## config.mk

```make
export PLATFORM = sky130hd
export DESIGN_NAME = worst_fit_allocator_core
export DESIGN_NICKNAME = d
export VERILOG_FILES = /design/src/hw/rtl/wfa_pkg.sv /design/src/hw/rtl/wfa_datapath.sv /design/src/hw/rtl/wfa_ctrl.sv /design/src/hw/rtl/worst_fit_allocator_core.sv
export SDC_FILE = /design/constraint.sdc
export NUM_CORES = 2
export LEC_CHECK = 0
export BUFFER_PORTS_ARGS = -buffer_cell sky130_fd_sc_hd__buf_2
export CAP_MARGIN = 25
export CORE_UTILIZATION = 44
export DETAILED_ROUTE_END_ITERATION = 6
export HOLD_SLACK_MARGIN = 0.03
export PLACE_DENSITY = 0.59
export SKIP_CTS_REPAIR_TIMING = 1
export SLEW_MARGIN = 20
export SYNTH_ARGS = -nofsm -noshare
export SYNTH_HDL_FRONTEND = slang
export SYNTH_SLANG_ARGS = --single-unit
```

## constraint.sdc

```tcl
create_clock -name clk -period 7 [get_ports clk]
set_clock_uncertainty 0.1 [all_clocks]
set_input_delay 1.4 -clock clk [delete_from_list [all_inputs] [get_ports clk]]
set_output_delay 1.4 -clock clk [all_outputs]
set_load 0.02 [all_outputs]
```

## src/hw/rtl/wfa_pkg.sv

```systemverilog
// Shared types, constants and codes of the worst-fit allocator.
`default_nettype none
package wfa_pkg;

  localparam int HEAP_BYTES       = 1024;
  localparam int MAX_SEGMENTS_DEF = 64;
  localparam int OFF_W            = 10;
  localparam int LEN_W            = 11;
  localparam int ST_W             = 2;

  localparam logic [ST_W-1:0] ST_DONE    = 2'd0;
  localparam logic [ST_W-1:0] ST_NOFIT   = 2'd1;
  localparam logic [ST_W-1:0] ST_FULL    = 2'd2;
  localparam logic [ST_W-1:0] ST_IGNORED = 2'd3;

  localparam logic KIND_ALLOC = 1'b0;
  localparam logic KIND_FREE  = 1'b1;

  typedef struct packed {
    logic             used;
    logic [LEN_W-1:0] len;
    logic [OFF_W-1:0] start;
  } seg_t;

  typedef enum logic [4:0] {
    CMD_NONE, CMD_INIT, CMD_START, CMD_RD_SCAN, CMD_CHK, CMD_END,
    CMD_RD_UP, CMD_UP_WR, CMD_SPLIT_A, CMD_SPLIT_B, CMD_EXACT,
    CMD_RD_NXT, CMD_NXT_NONE, CMD_NXT_LATCH, CMD_MERGE,
    CMD_RD_DRP, CMD_DRP_WR, CMD_DRP_END, CMD_OUT
  } cmd_t;

  typedef enum logic [3:0] {
    S_INIT, S_IDLE, S_RD, S_CHK, S_END, S_INS, S_INS_WR, S_SPLIT_B,
    S_EXACT, S_NXT, S_NXT_CHK, S_MERGE, S_DRP, S_DRP_WR, S_OUT
  } state_t;

  typedef struct packed {
    logic zero;
    logic scan_end;
    logic hit;
    logic cur_used;
    logic is_free;
    logic found;
    logic full;
    logic ins_stop;
    logic nxt_ok;
    logic drp_stop;
    logic out_busy;
  } dp_stat_t;

endpackage
`default_nettype wire

```

## src/hw/rtl/wfa_datapath.sv

```systemverilog
// Segment table memory, scan registers and result register of the allocator.
`default_nettype none
module wfa_datapath #(
  parameter int MAX_SEGMENTS = wfa_pkg::MAX_SEGMENTS_DEF
) (
  input  wire logic                       clk,
  input  wire logic                       rst_n,
  input  wire wfa_pkg::cmd_t              cmd,
  input  wire logic                       in_kind,
  input  wire logic [wfa_pkg::LEN_W-1:0]  in_size,
  input  wire logic [wfa_pkg::OFF_W-1:0]  in_off,
  input  wire logic                       out_ready,
  output wfa_pkg::dp_stat_t               stat,
  output logic                            out_valid,
  output logic [wfa_pkg::ST_W-1:0]        out_status,
  output logic [wfa_pkg::OFF_W-1:0]       out_off
);
  import wfa_pkg::*;

  localparam int IDX_W = (MAX_SEGMENTS > 1) ? $clog2(MAX_SEGMENTS) : 1;
  localparam int CNT_W = $clog2(MAX_SEGMENTS + 1);

  seg_t mem [MAX_SEGMENTS];
  seg_t rd_data_r, prev_r, cur_r, next_r;
  seg_t wr_data;
  logic wr_en, rd_en;
  logic [CNT_W:0] wr_addr, rd_addr;

  logic [CNT_W-1:0] count_r, idx_r, best_idx_r;
  logic [1:0]       d_r;
  logic             kind_r, found_r, nfree_r, out_valid_r;
  logic [LEN_W-1:0] size_r, best_len_r;
  logic [OFF_W-1:0] off_r, best_start_r, aoff_r, out_off_r;
  logic [ST_W-1:0]  status_r, out_status_r;
  logic             pfree;

  assign pfree = (idx_r != '0) && !prev_r.used;

  always_comb begin
    rd_en   = 1'b1;
    rd_addr = {1'b0, idx_r};
    case (cmd)
      CMD_RD_UP:  rd_addr = {1'b0, idx_r} - 1'b1;
      CMD_RD_NXT: rd_addr = {1'b0, idx_r} + 1'b1;
      CMD_RD_DRP: rd_addr = {1'b0, idx_r} + (CNT_W+1)'(d_r);
      CMD_RD_SCAN: rd_addr = {1'b0, idx_r};
      default: rd_en = 1'b0;
    endcase
  end

  always_comb begin
    wr_en   = 1'b0;
    wr_addr = {1'b0, idx_r};
    wr_data = rd_data_r;
    case (cmd)
      CMD_INIT: begin
        wr_en   = 1'b1;
        wr_addr = '0;
        wr_data = '{used: 1'b0, len: LEN_W'(HEAP_BYTES), start: '0};
      end
      CMD_UP_WR, CMD_DRP_WR: wr_en = 1'b1;
      CMD_SPLIT_A: begin
        wr_en   = 1'b1;
        wr_addr = {1'b0, best_idx_r} + 1'b1;
        wr_data = '{used: 1'b0, len: best_len_r - size_r,
                    start: best_start_r + size_r[OFF_W-1:0]};
      end
      CMD_SPLIT_B: begin
        wr_en   = 1'b1;
        wr_addr = {1'b0, best_idx_r};
        wr_data = '{used: 1'b1, len: size_r, start: best_start_r};
      end
      CMD_EXACT: begin
        wr_en   = 1'b1;
        wr_data = '{used: 1'b1, len: cur_r.len, start: cur_r.start};
      end
      CMD_MERGE: begin
        wr_en = 1'b1;
        if (pfree) begin
          wr_addr = {1'b0, idx_r} - 1'b1;
          wr_data = '{used: 1'b0,
                      len: prev_r.len + cur_r.len + (nfree_r ? next_r.len : '0),
                      start: prev_r.start};
        end else begin
          wr_data = '{used: 1'b0, len: cur_r.len + (nfree_r ? next_r.len : '0),
                      start: cur_r.start};
        end
      end
      default: wr_en = 1'b0;
    endcase
  end

  always_ff @(posedge clk) begin
    if (wr_en) begin
      mem[wr_addr[IDX_W-1:0]] <= wr_data;
    end
    if (rd_en) begin
      rd_data_r <= mem[rd_addr[IDX_W-1:0]];
    end
  end

  always_ff @(posedge clk) begin
    if (!rst_n) begin
      count_r     <= CNT_W'(1);
      out_valid_r <= 1'b0;
    end else begin
      if (out_ready) begin
        out_valid_r <= 1'b0;
      end
      case (cmd)
        CMD_START: begin
          kind_r     <= in_kind;
          size_r     <= in_size;
          off_r      <= in_off;
          idx_r      <= '0;
          found_r    <= 1'b0;
          best_len_r <= '0;
          status_r   <= (in_kind == KIND_FREE) ? ST_IGNORED : ST_NOFIT;
          aoff_r     <= '0;
        end
        CMD_CHK: begin
          cur_r <= rd_data_r;
          if (!stat.hit) begin
            prev_r <= rd_data_r;
            idx_r  <= idx_r + 1'b1;
            if (kind_r == KIND_ALLOC && !rd_data_r.used &&
                rd_data_r.len > size_r && rd_data_r.len > best_len_r) begin
              best_len_r   <= rd_data_r.len;
              best_idx_r   <= idx_r;
              best_start_r <= rd_data_r.start;
              found_r      <= 1'b1;
            end
          end
        end
        CMD_END: begin
          if (found_r && stat.full) begin
            status_r <= ST_FULL;
          end
          idx_r <= count_r;
        end
        CMD_UP_WR: idx_r <= idx_r - 1'b1;
        CMD_SPLIT_B: begin
          count_r  <= count_r + 1'b1;
          status_r <= ST_DONE;
          aoff_r   <= best_start_r;
        end
        CMD_EXACT: begin
          status_r <= ST_DONE;
          aoff_r   <= cur_r.start;
        end
        CMD_NXT_NONE: nfree_r <= 1'b0;
        CMD_NXT_LATCH: begin
          nfree_r <= !rd_data_r.used;
          next_r  <= rd_data_r;
        end
        CMD_MERGE: begin
          status_r <= ST_DONE;
          d_r      <= 2'(pfree) + 2'(nfree_r);
          if (!pfree) begin
            idx_r <= idx_r + 1'b1;
          end
        end
        CMD_DRP_WR: idx_r <= idx_r + 1'b1;
        CMD_DRP_END: count_r <= count_r - CNT_W'(d_r);
        CMD_OUT: begin
          out_valid_r  <= 1'b1;
          out_status_r <= status_r;
          out_off_r    <= aoff_r;
        end
        default: ;
      endcase
    end
  end

  always_comb begin
    stat.zero     = (size_r == '0);
    stat.scan_end = (idx_r >= count_r);
    stat.hit      = (kind_r == KIND_FREE) ? (rd_data_r.start == off_r) :
                    (!rd_data_r.used && rd_data_r.len == size_r);
    stat.cur_used = rd_data_r.used;
    stat.is_free  = kind_r;
    stat.found    = found_r;
    stat.full     = (count_r == CNT_W'(MAX_SEGMENTS));
    stat.ins_stop = ({1'b0, idx_r} <= ({1'b0, best_idx_r} + 1'b1));
    stat.nxt_ok   = (({1'b0, idx_r} + 1'b1) < {1'b0, count_r});
    stat.drp_stop = (d_r == 2'd0) ||
                    (({1'b0, idx_r} + (CNT_W+1)'(d_r)) >= {1'b0, count_r});
    stat.out_busy = out_valid_r && !out_ready;
  end

  assign out_valid  = out_valid_r;
  assign out_status = out_status_r;
  assign out_off    = out_off_r;

  a_count_range: assert property (@(posedge clk) disable iff (!rst_n)
    (count_r != '0) && (count_r <= CNT_W'(MAX_SEGMENTS)))
    else $error("segment count out of range");
  a_split_grows: assert property (@(posedge clk) disable iff (!rst_n)
    (cmd == CMD_SPLIT_B) |=> (count_r == $past(count_r) + 1'b1))
    else $error("split did not grow the table");
  a_write_in_table: assert property (@(posedge clk) disable iff (!rst_n)
    (wr_en && cmd != CMD_INIT) |-> (wr_addr <= {1'b0, count_r}))
    else $error("table write beyond used entries");
  a_split_room: assert property (@(posedge clk) disable iff (!rst_n)
    (cmd == CMD_SPLIT_A) |-> !stat.full)
    else $error("split with full table");

endmodule
`default_nettype wire

```

## src/hw/rtl/wfa_ctrl.sv

```systemverilog
// Sequencer of the allocator: scan, shift, merge and result steps.
`default_nettype none
module wfa_ctrl (
  input  wire logic              clk,
  input  wire logic              rst_n,
  input  wire logic              in_valid,
  input  wire wfa_pkg::dp_stat_t stat,
  output wfa_pkg::cmd_t          cmd,
  output logic                   in_ready
);
  import wfa_pkg::*;

  state_t state_r, state_nxt;

  always_ff @(posedge clk) begin
    if (!rst_n) begin
      state_r <= S_INIT;
    end else begin
      state_r <= state_nxt;
    end
  end

  always_comb begin
    state_nxt = state_r;
    case (state_r)
      S_INIT: state_nxt = S_IDLE;
      S_IDLE: if (in_valid) state_nxt = S_RD;
      S_RD: begin
        if (stat.zero && !stat.is_free) state_nxt = S_OUT;
        else if (stat.scan_end) state_nxt = S_END;
        else state_nxt = S_CHK;
      end
      S_CHK: begin
        if (!stat.hit) state_nxt = S_RD;
        else if (!stat.is_free) state_nxt = S_EXACT;
        else if (stat.cur_used) state_nxt = S_NXT;
        else state_nxt = S_OUT;
      end
      S_END: begin
        if (!stat.is_free && stat.found && !stat.full) state_nxt = S_INS;
        else state_nxt = S_OUT;
      end
      S_INS: state_nxt = stat.ins_stop ? S_SPLIT_B : S_INS_WR;
      S_INS_WR: state_nxt = S_INS;
      S_SPLIT_B: state_nxt = S_OUT;
      S_EXACT: state_nxt = S_OUT;
      S_NXT: state_nxt = stat.nxt_ok ? S_NXT_CHK : S_MERGE;
      S_NXT_CHK: state_nxt = S_MERGE;
      S_MERGE: state_nxt = S_DRP;
      S_DRP: state_nxt = stat.drp_stop ? S_OUT : S_DRP_WR;
      S_DRP_WR: state_nxt = S_DRP;
      S_OUT: if (!stat.out_busy) state_nxt = S_IDLE;
      default: state_nxt = S_INIT;
    endcase
  end

  always_comb begin
    cmd      = CMD_NONE;
    in_ready = 1'b0;
    case (state_r)
      S_INIT: cmd = CMD_INIT;
      S_IDLE: begin
        in_ready = 1'b1;
        if (in_valid) cmd = CMD_START;
      end
      S_RD: if (!(stat.zero && !stat.is_free) && !stat.scan_end) cmd = CMD_RD_SCAN;
      S_CHK: cmd = CMD_CHK;
      S_END: cmd = CMD_END;
      S_INS: cmd = stat.ins_stop ? CMD_SPLIT_A : CMD_RD_UP;
      S_INS_WR: cmd = CMD_UP_WR;
      S_SPLIT_B: cmd = CMD_SPLIT_B;
      S_EXACT: cmd = CMD_EXACT;
      S_NXT: cmd = stat.nxt_ok ? CMD_RD_NXT : CMD_NXT_NONE;
      S_NXT_CHK: cmd = CMD_NXT_LATCH;
      S_MERGE: cmd = CMD_MERGE;
      S_DRP: cmd = stat.drp_stop ? CMD_DRP_END : CMD_RD_DRP;
      S_DRP_WR: cmd = CMD_DRP_WR;
      S_OUT: if (!stat.out_busy) cmd = CMD_OUT;
      default: cmd = CMD_NONE;
    endcase
  end

endmodule
`default_nettype wire

```

## src/hw/rtl/worst_fit_allocator_core.sv

```systemverilog
// Worst-fit heap allocator with coalescing (an exactly fitting free segment is taken first): top level.
// Usage: send one request beat on the in_ channel; in_tuser selects allocate (0) or
// free (1), in_tdata carries the size and the offset. Each request returns exactly
// one beat on the out_ channel with a status code and the allocated offset.
// A request is worked through one table entry at a time over the segment table:
// the scan reads each segment visited (S_RD) and then checks it (S_CHK), an
// allocate split reads (S_INS) and writes back (S_INS_WR) each entry moved up, and
// a free merge reads (S_DRP) and writes back (S_DRP_WR) each entry moved down.
// One request is in work at a time.
// in_tready is high only between requests; the result sits in an output register
// and the next request is taken while it waits.
// Reset: one cycle after rst_n is released the table is set to one free segment
// covering the heap; in_tready rises after that cycle.
// When the receiver stalls, the finished result holds in the output register and
// the block waits before delivering the following one.
`default_nettype none
module worst_fit_allocator_core #(
  parameter int MAX_SEGMENTS = wfa_pkg::MAX_SEGMENTS_DEF
) (
  input  wire logic        clk,
  input  wire logic        rst_n,
  input  wire logic        in_tvalid,
  output logic             in_tready,
  input  wire logic [23:0] in_tdata,   // req_size[10:0], free_offset[20:11], zero pad
  input  wire logic        in_tuser,   // kind
  output logic             out_tvalid,
  input  wire logic        out_tready,
  output logic [15:0]      out_tdata   // status[1:0], alloc_offset[11:2], zero pad
);
  import wfa_pkg::*;

  cmd_t             cmd;
  dp_stat_t         stat;
  logic [ST_W-1:0]  status;
  logic [OFF_W-1:0] aoff;

  wfa_ctrl u_ctrl (
    .clk      (clk),
    .rst_n    (rst_n),
    .in_valid (in_tvalid),
    .stat     (stat),
    .cmd      (cmd),
    .in_ready (in_tready)
  );

  wfa_datapath #(.MAX_SEGMENTS(MAX_SEGMENTS)) u_dp (
    .clk        (clk),
    .rst_n      (rst_n),
    .cmd        (cmd),
    .in_kind    (in_tuser),
    .in_size    (in_tdata[LEN_W-1:0]),
    .in_off     (in_tdata[LEN_W+OFF_W-1:LEN_W]),
    .out_ready  (out_tready),
    .stat       (stat),
    .out_valid  (out_tvalid),
    .out_status (status),
    .out_off    (aoff)
  );

  assign out_tdata = {4'b0, aoff, status};

endmodule
`default_nettype wire
```

==> results.md <==
* Status: complete, but fails checks
* Failing checks: design-rule violations
* Port Buf Inserts at 39
* Dpl cells at ~7200
* CP endpoint kind: flop
* Clock buffer depth at 3
* Distinct cells, synth at ~80
* Post-Syn Area at ~0.066 mm^2
* Warnings, synthesis at 0
* DP Area at 0.0701 mm^2
* Remaining global-route overflow at 0
* Final setup violation count at 0
* Die area at about 0.15 mm^2
* Via count at between 40000 and 50000
* Max-Cap Viols at 0
* Hpwl dp at 104000 um
* Asr flop ratio synth at 0
* Synthesized instance count at 5269
* Hold_ws at approximately 0.32 ns
* Final Hold Fails at 0
* Antenna violations before repair at 9
* Least-Margin Pin Slew at between 1 and 1.5 ns
* CP Max Fanout at 42
* Clk root buf: clkbuf_16
* Lkg Pwr at around 26 nW
* Syn_area_per_cell at 12.6 um^2
* Max Fclk at roughly 0.16 GHz
* Top Ports at 47
* TritonCTS Buffers at about 160
* Initial drt markers at about 4700
* Worst path top cell family by delay: compound AO/OA/AOI/OAI gates
* Fillers at about 13000
* Slew headroom at 0.227
* Area leader, netlist: edfxtp_1
* Drt pass-1 iters at 7
* Tot Pwr at 0.0328 W
* Total GRT Usage at 0.242
* Top FF cell, synth: edfxtp_1
* Commonest non-fill, non-tap cell in the layout: edfxtp_1
* Largest net degree at the start of global routing at approximately 160
* Initial Util at 0.443
* Fin cells at approximately 7500
* Cells along the critical path: ha_1 -> a21o_1 -> nand2_1 -> xor2_1 -> inv_1 -> ha_1 -> a2111oi_0 -> o21ai_0 -> a21oi_2 -> and2_1 -> nor3_2 -> a211oi_4 -> buf_4 -> buf_12 -> nand3_1 -> a32oi_1 -> nand3_1 -> or4_1
* Min cycle time layout at ~6.4 ns
* Worst Path Buf+Inv at 3
* Synth-to-Final Area Change at 13.6%
* # H-tree levels at 4
* CP Class: reg2reg
* Clk sinks at approximately 1600
* Setup_tns at 0 ns
* Final Cycle Share at 0.920
* Leading cell types in the layout, fill and taps excluded: edfxtp_1 (1569), nand2_1 (1391), nand3_1 (889)
* Wire per inst at 24.6 um
* Worst-Skew Late Latency at 0.82 ns
* Cell Pwr Density at between 400 and 500 mW/mm^2
* Layout cell share with drive strength beyond 1 at 0.108
* WP data arrival at just under 7 ns
* WP depth at 18
* Final nets at ~5500
* Core Region at around 0.15 mm^2
* CTS tree: yes
* WHS Path Cells at 0
* Worst-path clk slew at roughly 0.06 ns
* CP startpoint kind: flop
* RSZ-0062 raised after global routing: no
* Chip Height at 390 um
* VDD IR max at slightly above 0.4 mV
* EDFF count, synth at around 1600
* DIE WIDTH at 390 um
* R2R depth at 18
* First-pass GRT wire length at 270000 um
* Hold WC Path Type: reg2reg
* Top cells by area, synth: edfxtp_1 (71%), nand2_1 (7.9%), nand3_1 (6.7%)
* Vias/cell at 5.67
* Final slew viol count at 0
* Yosys reg bits at roughly 1600
* Worst EP required at about 7.5 ns
* Synth top area share at 0.710
* Finished layout cell area at ~0.075 mm^2
* Crit-path slowest cell: a211oi_4
* Critical Path Max Stage Delay at 0.73 ns
* Row count at about 140
* Antenna Nets Post-Route at 0
* Vias in the first global route at about 40000
* Global placement routability congestion at around 0.88
* Drt total wl at between 150000 and 200000 um
* Register area share after synthesis at 0.713
* DRC at 1
[cells by family (layout without fill, tap and decap cells)]
kind of cell,after synthesis,count (layout),synth area share
other,1,10,0.0000565
adder cells (fa/ha/maj),123,123,0.0251
AO/OA/AOI/OAI,358,358,0.0375
AND/OR/NAND/NOR,2685,2685,0.180
XOR/XNOR,82,82,0.0109
multiplexers,74,74,0.0112
buffers and inverters,365,597,0.0223
flip-flops,1581,1581,0.713
[layout make-up]
type | instances | area [um^2] | share of cell area
Timing Repair Buffer | 238 | 2050 | 0.0271
Sequential cell | 1581 | 47400 | 0.628
Multi-Input combinational cell | 3326 | 18100 | 0.239
Clock buffer | 201 | 4260 | 0.0565
Inverter | 61 | 229 | 0.00304
Clock inverter | 97 | 931 | 0.0123
Antenna cell | 6 | 15.0 | 0.000199
Tap cell | 2016 | 2520 | 0.0334
[sequential cells by signal (all words and copies together), names as in the netlist, 2 cells and up]
register / flops
u_dp.rd_data_r: 21
u_dp.status_r: 2
u_dp.cur_r: 21
u_dp.aoff_r: 10
u_dp.best_start_r: 10
u_dp.count_r: 7
u_dp.best_len_r: 11
u_dp.out_status: 2
u_ctrl.state_r: 4
u_dp.size_r: 11
u_dp.next_r: 11
u_dp.out_off: 10
u_dp.prev_r: 22
u_dp.mem: 1408
u_dp.best_idx_r: 7
u_dp.off_r: 10
u_dp.idx_r: 7
u_dp.d_r: 2
[metal layers]
metal | global-route usage | share of wire | wire [um] | vias up
met4 | 0.0760 | 0.030 | 5490 | 4
met3 | 0.0460 | 0.079 | 14600 | 246
met2 | 0.385 | 0.47 | 86900 | 1583
li1 | - | - | - | 19478
met1 | 0.336 | 0.42 | 78000 | 21343
met5 | 0 | 0.00016 | 29 | -
[worst paths after layout]
path	from	end	slack [ns]
worst min register to register	u_dp.status_r[1]	u_dp.out_status[1]	0.32
worst min-delay path	u_dp.status_r[1]	u_dp.out_status[1]	0.32
worst max-delay path	u_dp.idx_r[1]	u_dp.rd_data_r[19]	0.56
worst max register to register	u_dp.idx_r[1]	u_dp.rd_data_r[19]	0.56
[Yosys cell counts, types with 8 or more instances]
library cell / instances
a211oi_1: 10
a21boi_0: 11
a21o_1: 28
a21oi_1: 62
a222oi_1: 10
a22o_1: 16
a31oi_1: 34
a32oi_1: 21
and2_1: 20
and3_1: 19
buf_1: 28
buf_2: 54
buf_4: 8
clkbuf_1: 211
dfxtp_1: 12
edfxtp_1: 1569
fa_1: 17
ha_1: 106
inv_1: 59
mux2i_1: 73
nand2_1: 1392
nand2b_1: 20
nand3_1: 889
nand4_1: 98
nor2_1: 139
nor2b_1: 19
nor3_1: 18
nor3b_1: 8
nor4_1: 10
o21a_1: 11
o21ai_0: 66
o21bai_1: 22
or4_1: 21
xnor2_1: 55
xor2_1: 26
[per-stage QoR]
stage,setup slack [ns],util
2_1_floorplan,0.805,-
3_3_place_gp,0.767,0.468
3_5_place_dp,0.662,0.468
4_1_cts,0.604,0.503
5_1_grt,0.236,0.503
6_report,0.558,0.504
[where the power goes]
part           internal [W]  switching [W]  total, W
clock network       0.00480        0.00366   0.00846
registers            0.0134       0.000281    0.0137
logic               0.00260        0.00803    0.0106
total                0.0208         0.0120    0.0328
Power figures use the tool's default switching activity.
